**config.mk**
```make
export PLATFORM = sky130hd
export DESIGN_NAME = encoder_rotation_tap_generator_core
export DESIGN_NICKNAME = d
export VERILOG_FILES = /design/src/sv/ertg_pkg.sv /design/src/sv/ertg_div.sv /design/src/sv/ertg_front.sv /design/src/sv/ertg_queue.sv /design/src/sv/ertg_back.sv /design/src/sv/encoder_rotation_tap_generator_core.sv
export VERILOG_INCLUDE_DIRS = /design/src /design/src/sv
export SDC_FILE = /design/constraint.sdc
export NUM_CORES = 1
export LEC_CHECK = 0
export BUFFER_PORTS_ARGS = -buffer_cell sky130_fd_sc_hd__buf_2
export CAP_MARGIN = 25
export CORE_MARGIN = 2
export CORE_UTILIZATION = 61
export DETAILED_ROUTE_END_ITERATION = 6
export GPL_TIMING_DRIVEN = 0
export MAX_ROUTING_LAYER = met4
export PLACE_DENSITY = 0.8
export SLEW_MARGIN = 10
export SYNTH_ARGS = -nofsm -noshare
export SYNTH_HDL_FRONTEND = slang
export SYNTH_SLANG_ARGS = --single-unit
```
**constraint.sdc**
```tcl
create_clock -name aclk -period 10.75 [get_ports aclk]
set_input_delay 1.075 -clock aclk [delete_from_list [all_inputs] [get_ports aclk]]
set_output_delay 1.075 -clock aclk [all_outputs]
set_load 0.02 [all_outputs]
```
**src/sv/encoder_rotation_tap_generator_core_assert.svh**
```systemverilog
// Assertion macros for the encoder rotation tap generator.
// Simulation builds get concurrent assertions clocked on aclk; synthesis builds get nothing.
`ifndef ENCODER_ROTATION_TAP_GENERATOR_CORE_ASSERT_SVH
`define ENCODER_ROTATION_TAP_GENERATOR_CORE_ASSERT_SVH
`ifndef SYNTHESIS
// Checked only while the block is out of reset.
`define ERTG_ASSERT(lbl, prop, msg) \
    lbl: assert property (@(posedge aclk) disable iff (!aresetn) prop) else $error(msg);
// Checked at every clock edge, reset included.
`define ERTG_ASSERT_ALWAYS(lbl, prop, msg) \
    lbl: assert property (@(posedge aclk) prop) else $error(msg);
`else
`define ERTG_ASSERT(lbl, prop, msg)
`define ERTG_ASSERT_ALWAYS(lbl, prop, msg)
`endif
`endif

```
**src/sv/ertg_pkg.sv**
```systemverilog
// ----------------------------------------------------------------------------
// ertg_pkg: shared definitions for the encoder rotation tap generator
// Widths, constants, register map, queue entry and divider port types.
// ----------------------------------------------------------------------------
`default_nettype none

package ertg_pkg;

    // Sizing.
    localparam int LAYERS        = 8;
    localparam int MAX_TAPS      = 32;
    localparam int MICRO_PER_DEG = 1000000;
    localparam int FULL_TURN     = 360;

    // Field widths.
    localparam int LAYER_W = 3;
    localparam int WHOLE_W = 10;
    localparam int MICRO_W = 21;
    localparam int STEPS_W = 9;
    localparam int ID_W    = 16;
    localparam int PARAM_W = 32;
    localparam int HOLD_W  = 16;

    // Internal widths.
    localparam int LAYER_IDX_W = (LAYERS > 1) ? $clog2(LAYERS) : 1;
    localparam int RW_W        = WHOLE_W + 1;
    localparam int RM_W        = MICRO_W + 1;
    localparam int MAG_W       = $clog2(MAX_TAPS + 1);
    localparam int RUN_W       = $clog2(2 * MAX_TAPS + 1);
    localparam int DVD_W       = 10;
    localparam int DVS_W       = STEPS_W;
    localparam int DIV_CNT_W   = $clog2(DVD_W + 1);
    localparam int QUEUE_DEPTH = 4;
    localparam int QPTR_W      = $clog2(QUEUE_DEPTH);
    localparam int QCNT_W      = $clog2(QUEUE_DEPTH + 1);

    // Register port.
    localparam int APB_ADDR_W = 5;
    localparam int APB_DATA_W = 32;
    localparam int REG_IDX_W  = 3;

    // Carry thresholds for the micro-degree accumulator.
    localparam logic signed [RM_W-1:0] MICRO_1 = RM_W'(MICRO_PER_DEG);
    localparam logic signed [RM_W-1:0] MICRO_2 = RM_W'(2 * MICRO_PER_DEG);

    // Register map.
    typedef enum logic [REG_IDX_W-1:0] {
        REG_TAP_HOLD,
        REG_STEPS,
        REG_CW_ID,
        REG_CW_P1,
        REG_CW_P2,
        REG_CCW_ID,
        REG_CCW_P1,
        REG_CCW_P2
    } reg_idx_t;

    typedef struct packed {
        logic [HOLD_W-1:0]  tap_hold_ms;
        logic [STEPS_W-1:0] steps_per_rotation;
        logic [ID_W-1:0]    cw_behavior_id;
        logic [PARAM_W-1:0] cw_first_param;
        logic [PARAM_W-1:0] cw_second_param;
        logic [ID_W-1:0]    ccw_behavior_id;
        logic [PARAM_W-1:0] ccw_first_param;
        logic [PARAM_W-1:0] ccw_second_param;
    } cfg_t;

    // One tap run handed from the front to the back.
    typedef struct packed {
        logic             neg;
        logic [MAG_W-1:0] mag;
    } job_t;

    typedef struct packed {
        logic full;
        logic empty;
    } q_stat_t;

    typedef struct packed {
        logic             start;
        logic [DVD_W-1:0] dividend;
        logic [DVS_W-1:0] divisor;
    } div_req_t;

    typedef struct packed {
        logic             busy;
        logic             done;
        logic [DVD_W-1:0] quotient;
        logic [DVS_W-1:0] remainder;
    } div_rsp_t;

    typedef enum logic [2:0] {
        F_IDLE,
        F_ACC,
        F_DPT_START,
        F_DPT_WAIT,
        F_QUO_START,
        F_QUO_WAIT,
        F_PUSH
    } front_state_t;

    // Clamp a trigger magnitude to the tap limit.
    function automatic logic [MAG_W-1:0] sat_mag(input logic [RM_W-1:0] v);
        if (v > RM_W'(MAX_TAPS)) begin
            return MAG_W'(MAX_TAPS);
        end
        return MAG_W'(v);
    endfunction

endpackage

`default_nettype wire

```
**src/sv/ertg_div.sv**
```systemverilog
// ----------------------------------------------------------------------------
// ertg_div: serial unsigned divider
// Restoring division, one quotient bit per cycle, shared by the front end.
// ----------------------------------------------------------------------------
`default_nettype none

module ertg_div (
    input  logic               aclk,
    input  logic               aresetn,
    input  ertg_pkg::div_req_t req,
    output ertg_pkg::div_rsp_t rsp
);
    import ertg_pkg::*;

    logic                 busy_reg;
    logic                 done_reg;
    logic [DIV_CNT_W-1:0] cnt_reg;
    logic [DVD_W-1:0]     quo_reg;
    logic [DVS_W-1:0]     rem_reg;
    logic [DVS_W-1:0]     dvs_reg;
    logic [DVS_W:0]       trial;
    logic                 fits;

    // Shift the next dividend bit into the partial remainder and try a subtract.
    assign trial = {rem_reg, quo_reg[DVD_W-1]};
    assign fits  = trial >= {1'b0, dvs_reg};

    // Control: busy while the quotient bits are formed, done pulses as busy drops.
    always_ff @(posedge aclk) begin
        if (!aresetn) begin
            busy_reg <= 1'b0;
            done_reg <= 1'b0;
            cnt_reg  <= '0;
        end else begin
            done_reg <= 1'b0;
            if (req.start) begin
                busy_reg <= 1'b1;
                cnt_reg  <= '0;
            end else if (busy_reg) begin
                cnt_reg <= cnt_reg + 1'b1;
                if (cnt_reg == DIV_CNT_W'(DVD_W - 1)) begin
                    busy_reg <= 1'b0;
                    done_reg <= 1'b1;
                end
            end
        end
    end

    // Datapath: the dividend register fills with quotient bits from the right.
    always_ff @(posedge aclk) begin
        if (req.start) begin
            quo_reg <= req.dividend;
            dvs_reg <= req.divisor;
            rem_reg <= '0;
        end else if (busy_reg) begin
            if (fits) begin
                rem_reg <= DVS_W'(trial - {1'b0, dvs_reg});
            end else begin
                rem_reg <= trial[DVS_W-1:0];
            end
            quo_reg <= {quo_reg[DVD_W-2:0], fits};
        end
    end

    assign rsp.busy      = busy_reg;
    assign rsp.done      = done_reg;
    assign rsp.quotient  = quo_reg;
    assign rsp.remainder = rem_reg;

endmodule

`default_nettype wire

```
**src/sv/ertg_front.sv**
```systemverilog
// ----------------------------------------------------------------------------
// ertg_front: report intake and trigger counting
// Accepts encoder reports, updates the per-layer remainder and queues tap runs.
// ----------------------------------------------------------------------------
`default_nettype none

module ertg_front (
    input  logic                                aclk,
    input  logic                                aresetn,
    input  logic                                s_valid,
    output logic                                s_ready,
    input  logic [ertg_pkg::LAYER_W-1:0]        s_layer,
    input  logic signed [ertg_pkg::WHOLE_W-1:0] s_whole_degrees,
    input  logic signed [ertg_pkg::MICRO_W-1:0] s_micro_degrees,
    input  logic                                s_fire,
    input  logic [ertg_pkg::STEPS_W-1:0]        steps_per_rotation,
    output ertg_pkg::div_req_t                  div_req,
    input  ertg_pkg::div_rsp_t                  div_rsp,
    output logic                                job_push,
    output ertg_pkg::job_t                      job,
    input  ertg_pkg::q_stat_t                   q_stat
);
    import ertg_pkg::*;

    front_state_t state_reg, state_next;

    logic [LAYER_W-1:0]        layer_reg;
    logic signed [WHOLE_W-1:0] whole_reg;
    logic signed [MICRO_W-1:0] micro_reg;
    logic                      fire_reg;
    logic signed [MICRO_W-1:0] rm_reg;
    logic [DVD_W-1:0]          abs_rw_reg;
    logic                      neg_reg;
    logic [DVS_W-1:0]          dpt_reg;
    job_t                      job_reg;
    logic                      need_reg;

    logic signed [WHOLE_W-1:0] whole_rem_reg [LAYERS];
    logic signed [MICRO_W-1:0] micro_rem_reg [LAYERS];

    logic                      accept;
    logic                      lay_ok;
    logic [LAYER_IDX_W-1:0]    lay_idx;
    logic signed [WHOLE_W-1:0] rem_w;
    logic signed [MICRO_W-1:0] rem_m;
    logic signed [RW_W-1:0]    rw0;
    logic signed [RW_W-1:0]    rw1;
    logic signed [RM_W-1:0]    rm0;
    logic signed [RM_W-1:0]    rm_adj;
    logic signed [2:0]         carry;
    logic signed [RM_W-1:0]    micro_ext;
    logic [RM_W-1:0]           micro_abs;
    logic signed [WHOLE_W-1:0] rem_pos;
    logic signed [WHOLE_W-1:0] rem_new;

    assign accept  = s_valid && s_ready;
    assign lay_ok  = 32'(layer_reg) < 32'(LAYERS);
    assign lay_idx = LAYER_IDX_W'(layer_reg);

    // Add the report to the stored remainder and carry micro-degrees into whole degrees.
    always_comb begin
        rem_w = lay_ok ? whole_rem_reg[lay_idx] : '0;
        rem_m = lay_ok ? micro_rem_reg[lay_idx] : '0;
        rw0   = RW_W'(rem_w) + RW_W'(whole_reg);
        rm0   = RM_W'(rem_m) + RM_W'(micro_reg);
        if (rm0 >= MICRO_2) begin
            carry  = 3'sd2;
            rm_adj = rm0 - MICRO_2;
        end else if (rm0 >= MICRO_1) begin
            carry  = 3'sd1;
            rm_adj = rm0 - MICRO_1;
        end else if (rm0 <= -MICRO_2) begin
            carry  = -3'sd2;
            rm_adj = rm0 + MICRO_2;
        end else if (rm0 <= -MICRO_1) begin
            carry  = -3'sd1;
            rm_adj = rm0 + MICRO_1;
        end else begin
            carry  = 3'sd0;
            rm_adj = rm0;
        end
        rw1 = rw0 + RW_W'(carry);
    end

    // Magnitude of a direct trigger count.
    assign micro_ext = RM_W'(s_micro_degrees);
    assign micro_abs = (micro_ext < 0) ? RM_W'(-micro_ext) : RM_W'(micro_ext);

    // The whole-degree remainder takes the sign of the dividend.
    assign rem_pos = WHOLE_W'(div_rsp.remainder);
    assign rem_new = neg_reg ? -rem_pos : rem_pos;

    // State register.
    always_ff @(posedge aclk) begin
        if (!aresetn) begin
            state_reg <= F_IDLE;
        end else begin
            state_reg <= state_next;
        end
    end

    // Next state, divider requests and queue push.
    always_comb begin
        state_next       = state_reg;
        div_req.start    = 1'b0;
        div_req.dividend = abs_rw_reg;
        div_req.divisor  = dpt_reg;
        job_push         = 1'b0;
        s_ready          = 1'b0;
        unique case (state_reg)
            F_IDLE: begin
                s_ready = 1'b1;
                if (s_valid) begin
                    state_next = (s_whole_degrees == '0) ? F_PUSH : F_ACC;
                end
            end
            F_ACC: begin
                state_next = F_DPT_START;
            end
            F_DPT_START: begin
                if (steps_per_rotation == '0) begin
                    state_next = F_QUO_START;
                end else begin
                    div_req.start    = 1'b1;
                    div_req.dividend = DVD_W'(FULL_TURN);
                    div_req.divisor  = steps_per_rotation;
                    state_next       = F_DPT_WAIT;
                end
            end
            F_DPT_WAIT: begin
                if (div_rsp.done) begin
                    state_next = F_QUO_START;
                end
            end
            F_QUO_START: begin
                div_req.start = 1'b1;
                state_next    = F_QUO_WAIT;
            end
            F_QUO_WAIT: begin
                if (div_rsp.done) begin
                    state_next = F_PUSH;
                end
            end
            F_PUSH: begin
                job_push = need_reg && !q_stat.full;
                if (!need_reg || !q_stat.full) begin
                    state_next = F_IDLE;
                end
            end
            default: begin
                state_next = F_IDLE;
            end
        endcase
    end

    // Item datapath.
    always_ff @(posedge aclk) begin
        if (accept) begin
            layer_reg   <= s_layer;
            whole_reg   <= s_whole_degrees;
            micro_reg   <= s_micro_degrees;
            fire_reg    <= s_fire;
            job_reg.neg <= s_micro_degrees < 0;
            job_reg.mag <= sat_mag(micro_abs);
            need_reg    <= s_fire && (s_micro_degrees != '0);
        end
        if (state_reg == F_ACC) begin
            rm_reg     <= MICRO_W'(rm_adj);
            neg_reg    <= rw1 < 0;
            abs_rw_reg <= (rw1 < 0) ? DVD_W'(-rw1) : DVD_W'(rw1);
        end
        if (state_reg == F_DPT_START && steps_per_rotation == '0) begin
            dpt_reg <= DVS_W'(FULL_TURN);
        end
        if (state_reg == F_DPT_WAIT && div_rsp.done) begin
            dpt_reg <= (div_rsp.quotient == '0) ? DVS_W'(1) : DVS_W'(div_rsp.quotient);
        end
        if (state_reg == F_QUO_WAIT && div_rsp.done) begin
            job_reg.neg <= neg_reg;
            job_reg.mag <= sat_mag(RM_W'(div_rsp.quotient));
            need_reg    <= fire_reg && (div_rsp.quotient != '0);
        end
    end

    // Per-layer remainder store, cleared at reset.
    always_ff @(posedge aclk) begin
        if (!aresetn) begin
            for (int i = 0; i < LAYERS; i++) begin
                whole_rem_reg[i] <= '0;
                micro_rem_reg[i] <= '0;
            end
        end else if (state_reg == F_QUO_WAIT && div_rsp.done && lay_ok) begin
            whole_rem_reg[lay_idx] <= rem_new;
            micro_rem_reg[lay_idx] <= rm_reg;
        end
    end

    assign job = job_reg;

endmodule

`default_nettype wire

```
**src/sv/ertg_queue.sv**
```systemverilog
// ----------------------------------------------------------------------------
// ertg_queue: tap run queue
// Small first-in first-out buffer of pending tap runs between front and back.
// ----------------------------------------------------------------------------
`default_nettype none

module ertg_queue (
    input  logic              aclk,
    input  logic              aresetn,
    input  logic              push,
    input  ertg_pkg::job_t    push_job,
    input  logic              pop,
    output ertg_pkg::job_t    head,
    output ertg_pkg::q_stat_t stat
);
    import ertg_pkg::*;

    job_t              entry_reg [QUEUE_DEPTH];
    logic [QPTR_W-1:0] wr_ptr_reg;
    logic [QPTR_W-1:0] rd_ptr_reg;
    logic [QCNT_W-1:0] cnt_reg;

    // Pointers and fill count.
    always_ff @(posedge aclk) begin
        if (!aresetn) begin
            wr_ptr_reg <= '0;
            rd_ptr_reg <= '0;
            cnt_reg    <= '0;
        end else begin
            if (push) begin
                wr_ptr_reg <= wr_ptr_reg + 1'b1;
            end
            if (pop) begin
                rd_ptr_reg <= rd_ptr_reg + 1'b1;
            end
            if (push && !pop) begin
                cnt_reg <= cnt_reg + 1'b1;
            end else if (pop && !push) begin
                cnt_reg <= cnt_reg - 1'b1;
            end
        end
    end

    // Entry storage.
    always_ff @(posedge aclk) begin
        if (push) begin
            entry_reg[wr_ptr_reg] <= push_job;
        end
    end

    assign head       = entry_reg[rd_ptr_reg];
    assign stat.full  = cnt_reg == QCNT_W'(QUEUE_DEPTH);
    assign stat.empty = cnt_reg == '0;

endmodule

`default_nettype wire

```
**src/sv/ertg_back.sv**
```systemverilog
// ----------------------------------------------------------------------------
// ertg_back: tap emitter
// Turns each queued tap run into alternating press and release items.
// ----------------------------------------------------------------------------
`default_nettype none

module ertg_back (
    input  logic                         aclk,
    input  logic                         aresetn,
    input  ertg_pkg::cfg_t               cfg,
    input  ertg_pkg::job_t               job,
    input  ertg_pkg::q_stat_t            q_stat,
    output logic                         job_pop,
    output logic                         m_valid,
    input  logic                         m_ready,
    output logic [ertg_pkg::ID_W-1:0]    m_behavior_id,
    output logic [ertg_pkg::PARAM_W-1:0] m_first_param,
    output logic [ertg_pkg::PARAM_W-1:0] m_second_param,
    output logic                         m_pressed,
    output logic [ertg_pkg::HOLD_W-1:0]  m_hold_ms,
    output logic                         m_last
);
    import ertg_pkg::*;

    logic               active_reg;
    logic               neg_reg;
    logic [RUN_W-1:0]   total_reg;
    logic [RUN_W-1:0]   idx_reg;
    logic               m_valid_reg;
    logic [ID_W-1:0]    bid_reg;
    logic [PARAM_W-1:0] p1_reg;
    logic [PARAM_W-1:0] p2_reg;
    logic               pressed_reg;
    logic [HOLD_W-1:0]  hold_reg;
    logic               last_reg;

    logic               out_free;
    logic               emit;
    logic               final_item;

    assign out_free   = !m_valid_reg || m_ready;
    assign emit       = active_reg && out_free;
    assign final_item = (idx_reg + 1'b1) == total_reg;
    assign job_pop    = !active_reg && !q_stat.empty;

    // Run control and output valid.
    always_ff @(posedge aclk) begin
        if (!aresetn) begin
            active_reg  <= 1'b0;
            m_valid_reg <= 1'b0;
        end else begin
            if (job_pop) begin
                active_reg <= 1'b1;
            end else if (emit && final_item) begin
                active_reg <= 1'b0;
            end
            if (emit) begin
                m_valid_reg <= 1'b1;
            end else if (m_ready) begin
                m_valid_reg <= 1'b0;
            end
        end
    end

    // Run counters and output item register.
    always_ff @(posedge aclk) begin
        if (job_pop) begin
            neg_reg   <= job.neg;
            total_reg <= RUN_W'(job.mag) << 1;
            idx_reg   <= '0;
        end
        if (emit) begin
            idx_reg     <= idx_reg + 1'b1;
            bid_reg     <= neg_reg ? cfg.ccw_behavior_id : cfg.cw_behavior_id;
            p1_reg      <= neg_reg ? cfg.ccw_first_param : cfg.cw_first_param;
            p2_reg      <= neg_reg ? cfg.ccw_second_param : cfg.cw_second_param;
            pressed_reg <= !idx_reg[0];
            hold_reg    <= idx_reg[0] ? '0 : cfg.tap_hold_ms;
            last_reg    <= final_item;
        end
    end

    assign m_valid        = m_valid_reg;
    assign m_behavior_id  = bid_reg;
    assign m_first_param  = p1_reg;
    assign m_second_param = p2_reg;
    assign m_pressed      = pressed_reg;
    assign m_hold_ms      = hold_reg;
    assign m_last         = last_reg;

endmodule

`default_nettype wire

```
**src/sv/encoder_rotation_tap_generator_core.sv**
```systemverilog
// ----------------------------------------------------------------------------
// encoder_rotation_tap_generator_core: encoder rotation to tap events
// Accumulates encoder reports per layer and emits press/release tap items.
// ----------------------------------------------------------------------------
// An encoder report with nonzero whole degrees is accepted, added to its layer's
// remainder and then passes twice through one shared serial divider: first for
// the degrees per trigger and then for the trigger count. When steps per
// rotation is zero the first pass is skipped. A report in direct count mode
// (zero whole degrees) goes from intake straight to the push state. The back end
// then emits one item per cycle while m_ready stays high, two per tap and at most
// 64 per report, and a four-entry run queue lets the front end take the next
// report meanwhile. The remainder store is cleared by reset itself, with no
// clearing pass.
`default_nettype none
`include "encoder_rotation_tap_generator_core_assert.svh"

module encoder_rotation_tap_generator_core (
    input  logic                                aclk,
    input  logic                                aresetn,
    // Configuration port
    input  logic                                psel,
    input  logic                                penable,
    input  logic                                pwrite,
    input  logic [ertg_pkg::APB_ADDR_W-1:0]     paddr,
    input  logic [ertg_pkg::APB_DATA_W-1:0]     pwdata,
    output logic [ertg_pkg::APB_DATA_W-1:0]     prdata,
    output logic                                pready,
    // Report input
    input  logic                                s_valid,
    output logic                                s_ready,
    input  logic [ertg_pkg::LAYER_W-1:0]        s_layer,
    input  logic signed [ertg_pkg::WHOLE_W-1:0] s_whole_degrees,
    input  logic signed [ertg_pkg::MICRO_W-1:0] s_micro_degrees,
    input  logic                                s_fire,
    // Tap output
    output logic                                m_valid,
    input  logic                                m_ready,
    output logic [ertg_pkg::ID_W-1:0]           m_behavior_id,
    output logic [ertg_pkg::PARAM_W-1:0]        m_first_param,
    output logic [ertg_pkg::PARAM_W-1:0]        m_second_param,
    output logic                                m_pressed,
    output logic [ertg_pkg::HOLD_W-1:0]         m_hold_ms,
    output logic                                m_last
);
    import ertg_pkg::*;

    cfg_t     cfg_reg;
    reg_idx_t reg_idx;
    logic     wr_en;

    div_req_t div_req;
    div_rsp_t div_rsp;
    logic     job_push;
    logic     job_pop;
    job_t     push_job;
    job_t     head_job;
    q_stat_t  q_stat;

    // Register access.
    assign pready  = 1'b1;
    assign reg_idx = reg_idx_t'(paddr[APB_ADDR_W-1:2]);
    assign wr_en   = psel && penable && pwrite && pready;

    always_ff @(posedge aclk) begin
        if (!aresetn) begin
            cfg_reg.tap_hold_ms        <= HOLD_W'(5);
            cfg_reg.steps_per_rotation <= STEPS_W'(20);
            cfg_reg.cw_behavior_id     <= '0;
            cfg_reg.cw_first_param     <= '0;
            cfg_reg.cw_second_param    <= '0;
            cfg_reg.ccw_behavior_id    <= '0;
            cfg_reg.ccw_first_param    <= '0;
            cfg_reg.ccw_second_param   <= '0;
        end else if (wr_en) begin
            unique case (reg_idx)
                REG_TAP_HOLD: cfg_reg.tap_hold_ms        <= pwdata[HOLD_W-1:0];
                REG_STEPS:    cfg_reg.steps_per_rotation <= pwdata[STEPS_W-1:0];
                REG_CW_ID:    cfg_reg.cw_behavior_id     <= pwdata[ID_W-1:0];
                REG_CW_P1:    cfg_reg.cw_first_param     <= pwdata[PARAM_W-1:0];
                REG_CW_P2:    cfg_reg.cw_second_param    <= pwdata[PARAM_W-1:0];
                REG_CCW_ID:   cfg_reg.ccw_behavior_id    <= pwdata[ID_W-1:0];
                REG_CCW_P1:   cfg_reg.ccw_first_param    <= pwdata[PARAM_W-1:0];
                REG_CCW_P2:   cfg_reg.ccw_second_param   <= pwdata[PARAM_W-1:0];
                default: ;
            endcase
        end
    end

    // Register read mux.
    always_comb begin
        unique case (reg_idx)
            REG_TAP_HOLD: prdata = APB_DATA_W'(cfg_reg.tap_hold_ms);
            REG_STEPS:    prdata = APB_DATA_W'(cfg_reg.steps_per_rotation);
            REG_CW_ID:    prdata = APB_DATA_W'(cfg_reg.cw_behavior_id);
            REG_CW_P1:    prdata = APB_DATA_W'(cfg_reg.cw_first_param);
            REG_CW_P2:    prdata = APB_DATA_W'(cfg_reg.cw_second_param);
            REG_CCW_ID:   prdata = APB_DATA_W'(cfg_reg.ccw_behavior_id);
            REG_CCW_P1:   prdata = APB_DATA_W'(cfg_reg.ccw_first_param);
            REG_CCW_P2:   prdata = APB_DATA_W'(cfg_reg.ccw_second_param);
            default:      prdata = '0;
        endcase
    end

    // Front end: intake, remainder update and trigger count.
    ertg_front u_front (
        .aclk               (aclk),
        .aresetn            (aresetn),
        .s_valid            (s_valid),
        .s_ready            (s_ready),
        .s_layer            (s_layer),
        .s_whole_degrees    (s_whole_degrees),
        .s_micro_degrees    (s_micro_degrees),
        .s_fire             (s_fire),
        .steps_per_rotation (cfg_reg.steps_per_rotation),
        .div_req            (div_req),
        .div_rsp            (div_rsp),
        .job_push           (job_push),
        .job                (push_job),
        .q_stat             (q_stat)
    );

    // Shared serial divider.
    ertg_div u_div (
        .aclk    (aclk),
        .aresetn (aresetn),
        .req     (div_req),
        .rsp     (div_rsp)
    );

    // Run queue between the two halves.
    ertg_queue u_queue (
        .aclk     (aclk),
        .aresetn  (aresetn),
        .push     (job_push),
        .push_job (push_job),
        .pop      (job_pop),
        .head     (head_job),
        .stat     (q_stat)
    );

    // Back end: tap emission.
    ertg_back u_back (
        .aclk           (aclk),
        .aresetn        (aresetn),
        .cfg            (cfg_reg),
        .job            (head_job),
        .q_stat         (q_stat),
        .job_pop        (job_pop),
        .m_valid        (m_valid),
        .m_ready        (m_ready),
        .m_behavior_id  (m_behavior_id),
        .m_first_param  (m_first_param),
        .m_second_param (m_second_param),
        .m_pressed      (m_pressed),
        .m_hold_ms      (m_hold_ms),
        .m_last         (m_last)
    );

    // Design checks.
    `ERTG_ASSERT(a_no_push_when_full, job_push |-> !q_stat.full, "run pushed into a full queue")
    `ERTG_ASSERT(a_no_pop_when_empty, job_pop |-> !q_stat.empty, "run popped from an empty queue")
    `ERTG_ASSERT(a_last_is_release, m_valid && m_last |-> !m_pressed, "final item of a run is a press")
    `ERTG_ASSERT(a_release_no_hold, m_valid && !m_pressed |-> m_hold_ms == '0, "release carries a hold")
    `ERTG_ASSERT_ALWAYS(a_reset_idle, !aresetn |=> !m_valid && s_ready, "block not idle after reset")

endmodule

`default_nettype wire
```
==> qor.csv <==
stage;metric;value;unit
place;# port buffers;198;
floorplan;Die Ht;240;µm
sta;Final WS setup;0.986;ns
sta;RSZ-0062 raised after global routing;false;
sta;fmax;102;MHz
global_routing;initial antenna violation count;0;
synthesis;register area share after synthesis;55.9;%
sta;final slew viol count;0;
cells_and_area;Design Area, Final;0.0386;mm²
power;Leakage;14.5;nW
hold_path;Hold Startpoint;cfg_reg[88]$_SDFFE_PN0P_;
sta;Final Skew;0.0208;ns
synthesis;yosys warns;0;
cts;clk slew on worst S/H paths;0.06;ns
cells_and_area;most common cell after layout, fill and taps aside;nand2_1;
floorplan;Die Wd;240;µm
synthesis;asr flop ratio synth;0;%
flow_run;Max Cap Viol;0;
worst_setup_path;Worst Path Class, Setup;register to register;
synthesis;Post-Syn Nets;3162;
power;Power Density;307;mW/mm²
synthesis;Synth Flop Type;edfxtp_1;
sta;final setup fails;0;
floorplan;# rows;86;
worst_setup_path;CP max-delay cell;buf_1;
route;TritonRoute pass-1 iters;6;
worst_setup_path;crit path buf inv count;4;
global_routing;first-pass GRT wire length;151000;µm
power;Sw Pwr;4.90;mW
route;antenna viol nets, final;0;
worst_setup_path;Worst Path Arrival;10.13;ns
synthesis;top cell type's share of synthesized area;43.3;%
global_routing;met1 Usage GRT;45.0;%
worst_setup_path;FF-to-FF path depth;32;
cts;CTS max path bufs;3;
cells_and_area;layout cells sized above 1;17.2;%
power;internal power;6.97;mW
worst_setup_path;Reg2Reg Setup Slack;0.99;ns
power;Tot Pwr;11.9;mW
hold_path;Worst Hold Path Cells;2;
cells_and_area;nets@finish;3446;
synthesis;Gate Count Post-Synth;3012;
place;DP HPWL;72200;µm
hold_path;hold path endpoint;cfg_reg[88]$_SDFFE_PN0P_;
sta;final hold viol count;0;
worst_setup_path;CP Launch Type;register;
sta;slew margin rel.;24.7;%
floorplan;I/O pin count;212;
route;DRC errors left;0;
cts;post-CTS sizing;0;
cells_and_area;utilization after layout;69.9;%
sta;Final min period;9.76;ns
route;average wire per standard cell;24.6;µm
power;Comb pwr share;47.4;%
route;vias per inst;6.33;
cts;worst skew pair latency;0.62;ns
synthesis;flops & latches, synth;706;
worst_setup_path;delay-heaviest family, CP;compound AO/OA/AOI/OAI gates;
power;Sw Share;41.3;%
sta;Tcrit/Tclk final;90.8;%
place;pre-CTS setup slack;1.08;ns
cells_and_area;fill count;3958;
place;Placed Area;0.0363;mm²
route;WL final;101000;µm
synthesis;syn_area_per_cell;11.3;µm²
cts;postcts setup bufs;0;
power;Peak supply drop;354;µV
worst_setup_path;CP endpoint kind;register;
hold_path;Hold WC Path Type;register to register;
cells_and_area;Area Growth Syn to Fin;13.2;%
cts;cts hold-fix bufs;0;
cts;CTS tree;built;
global_routing;largest net degree at the start of global routing;72;
sta;Setup TNS Final;0;ns
power;Clk pwr share;20.5;%
worst_setup_path;worst endpoint required time;11.11;ns
cts;H-Tree Level Count;3;
global_routing;grt met2 use;58.0;%
synthesis;post-synthesis cell area;0.0341;mm²
cells_and_area;max FFs per register;185;
outcome;outcome;completed;
cts;TritonCTS Buffers;72;
cells_and_area;commonest cells after routing, fill and taps aside;nand2_1 (514), edfxtp_1 (491), dfxtp_1 (215);
global_routing;Most Crowded Layer GR;met2;
route;DRT iter0 DRCs;2946;
floorplan;initial core utilization;61.7;%
cts;CTS root buf;clkbuf_16;
synthesis;Yosys cell types;99;
synthesis;dominant cell type by area after synthesis;edfxtp_1;
global_routing;Total GRT Usage;36.2;%
worst_setup_path;critical path's largest stage delay;0.79;ns
place;routability cong.;1.02;
synthesis;Post-synth EDFFs;491;
power;Seq pwr share;32.1;%
global_routing;grt ovf;0;
floorplan;die area;0.0578;mm²
cts;clock sink total;706;
floorplan;core box area;0.0552;mm²
sta;Worst Tran Pin Value;1.12;ns
global_routing;vias in the first global route;25153;
synthesis;largest cells by area after synthesis;edfxtp_1 (43%), dfxtp_1 (13%), nand2_1 (5.8%);
worst_setup_path;worst flop-to-flop path endpoint;u_front.abs_rw_reg[7]$_DFFE_PP_;
global_routing;met3 Use GR;5.41;%
worst_setup_path;Max Fanout on Critical Path;10;
route;via count;25957;
[how the worst max path moves through the flow]
stage	start	endpoint	slack, ns	cells after the start
detailed placement	register	u_front.abs_rw_reg[7]$_DFFE_PP_	1.08	32
global route	register	u_front.abs_rw_reg[8]$_DFFE_PP_	0.37	32
finish	register	u_front.abs_rw_reg[7]$_DFFE_PP_	0.99	32
CTS	register	u_front.abs_rw_reg[7]$_DFFE_PP_	1.01	32
global placement	register	u_front.abs_rw_reg[8]$_DFFE_PP_	1.24	32
floorplan	register	u_front.abs_rw_reg[7]$_DFFE_PP_	2.80	32
[through the flow]
stage	hold slack [ns]	cells
floorplan	0.442	3012
global placement	0.449	3958
detailed placement	0.456	3970
CTS	0.468	4099
global route	0.487	4099
finish	0.469	4102
[layout make-up]
type                       count  area [µm²]  share of cell area [%]
timing repair buffer         210        1280                    3.33
buffer                       193         758                    1.97
sequential                   706       19000                    49.4
multi-input combinational   2056       14100                    36.5
antenna                        3        7.51                  0.0195
inverter                      57         216                   0.561
clock inverter                32         310                   0.804
clock buffer                  97        1940                    5.02
tap                          748         936                    2.43
[metal layers]
layer  vias to the layer above  part of all wire [%]
met2                      1566                    48
met4                         0                   6.0
met3                       311                   8.4
met5                         -                     0
met1                     12593                    37
li1                      11487                     -
[cells in the mapped netlist (20+ instances only)]
master / count
a21o_1: 20
nor2_1: 205
and2_1: 104
nor2b_1: 34
xnor2_1: 44
ha_1: 65
clkbuf_1: 155
mux2i_1: 27
and3_1: 97
a21oi_1: 142
nand2_1: 522
xor2_1: 38
nor3_1: 34
edfxtp_1: 491
a21boi_0: 116
dfxtp_1: 215
nand3_1: 37
o21ai_0: 51
mux4_2: 73
inv_1: 53
a22o_1: 35
mux2_2: 116
[kinds of logic after synthesis]
group                      synth area share, %
adders and majority gates                 2.74
and+or+nand+nor                           15.5
AOI/OAI and AO/OA                         11.2
muxes                                     9.49
buffers and inverters                     2.85
other                                   0.0110
xor gates and xnor gates                  2.33
DFF                                       55.9
[worst register-to-register path, delay by kind of cell, from the launching register on]
family,cells,cell delay (ns)
and+or+nand+nor,3,1.20
buffers and inverters,4,1.53
adders and majority gates,5,1.43
DFF,1,0.31
AOI/OAI and AO/OA,14,3.05
muxes,2,0.89
xor gates and xnor gates,4,1.10
[power groups by stage]
stage	logic (mW)	registers (mW)	clock network, mW
after detailed placement	5.52	3.86	0
after floorplan	3.76	3.92	0
after global placement	5.37	3.86	0
after global routing	6.05	3.85	2.54
after CTS	5.58	3.81	2.44
final	5.62	3.81	2.43
No activity file was read; power rests on OpenSTA's default activity.
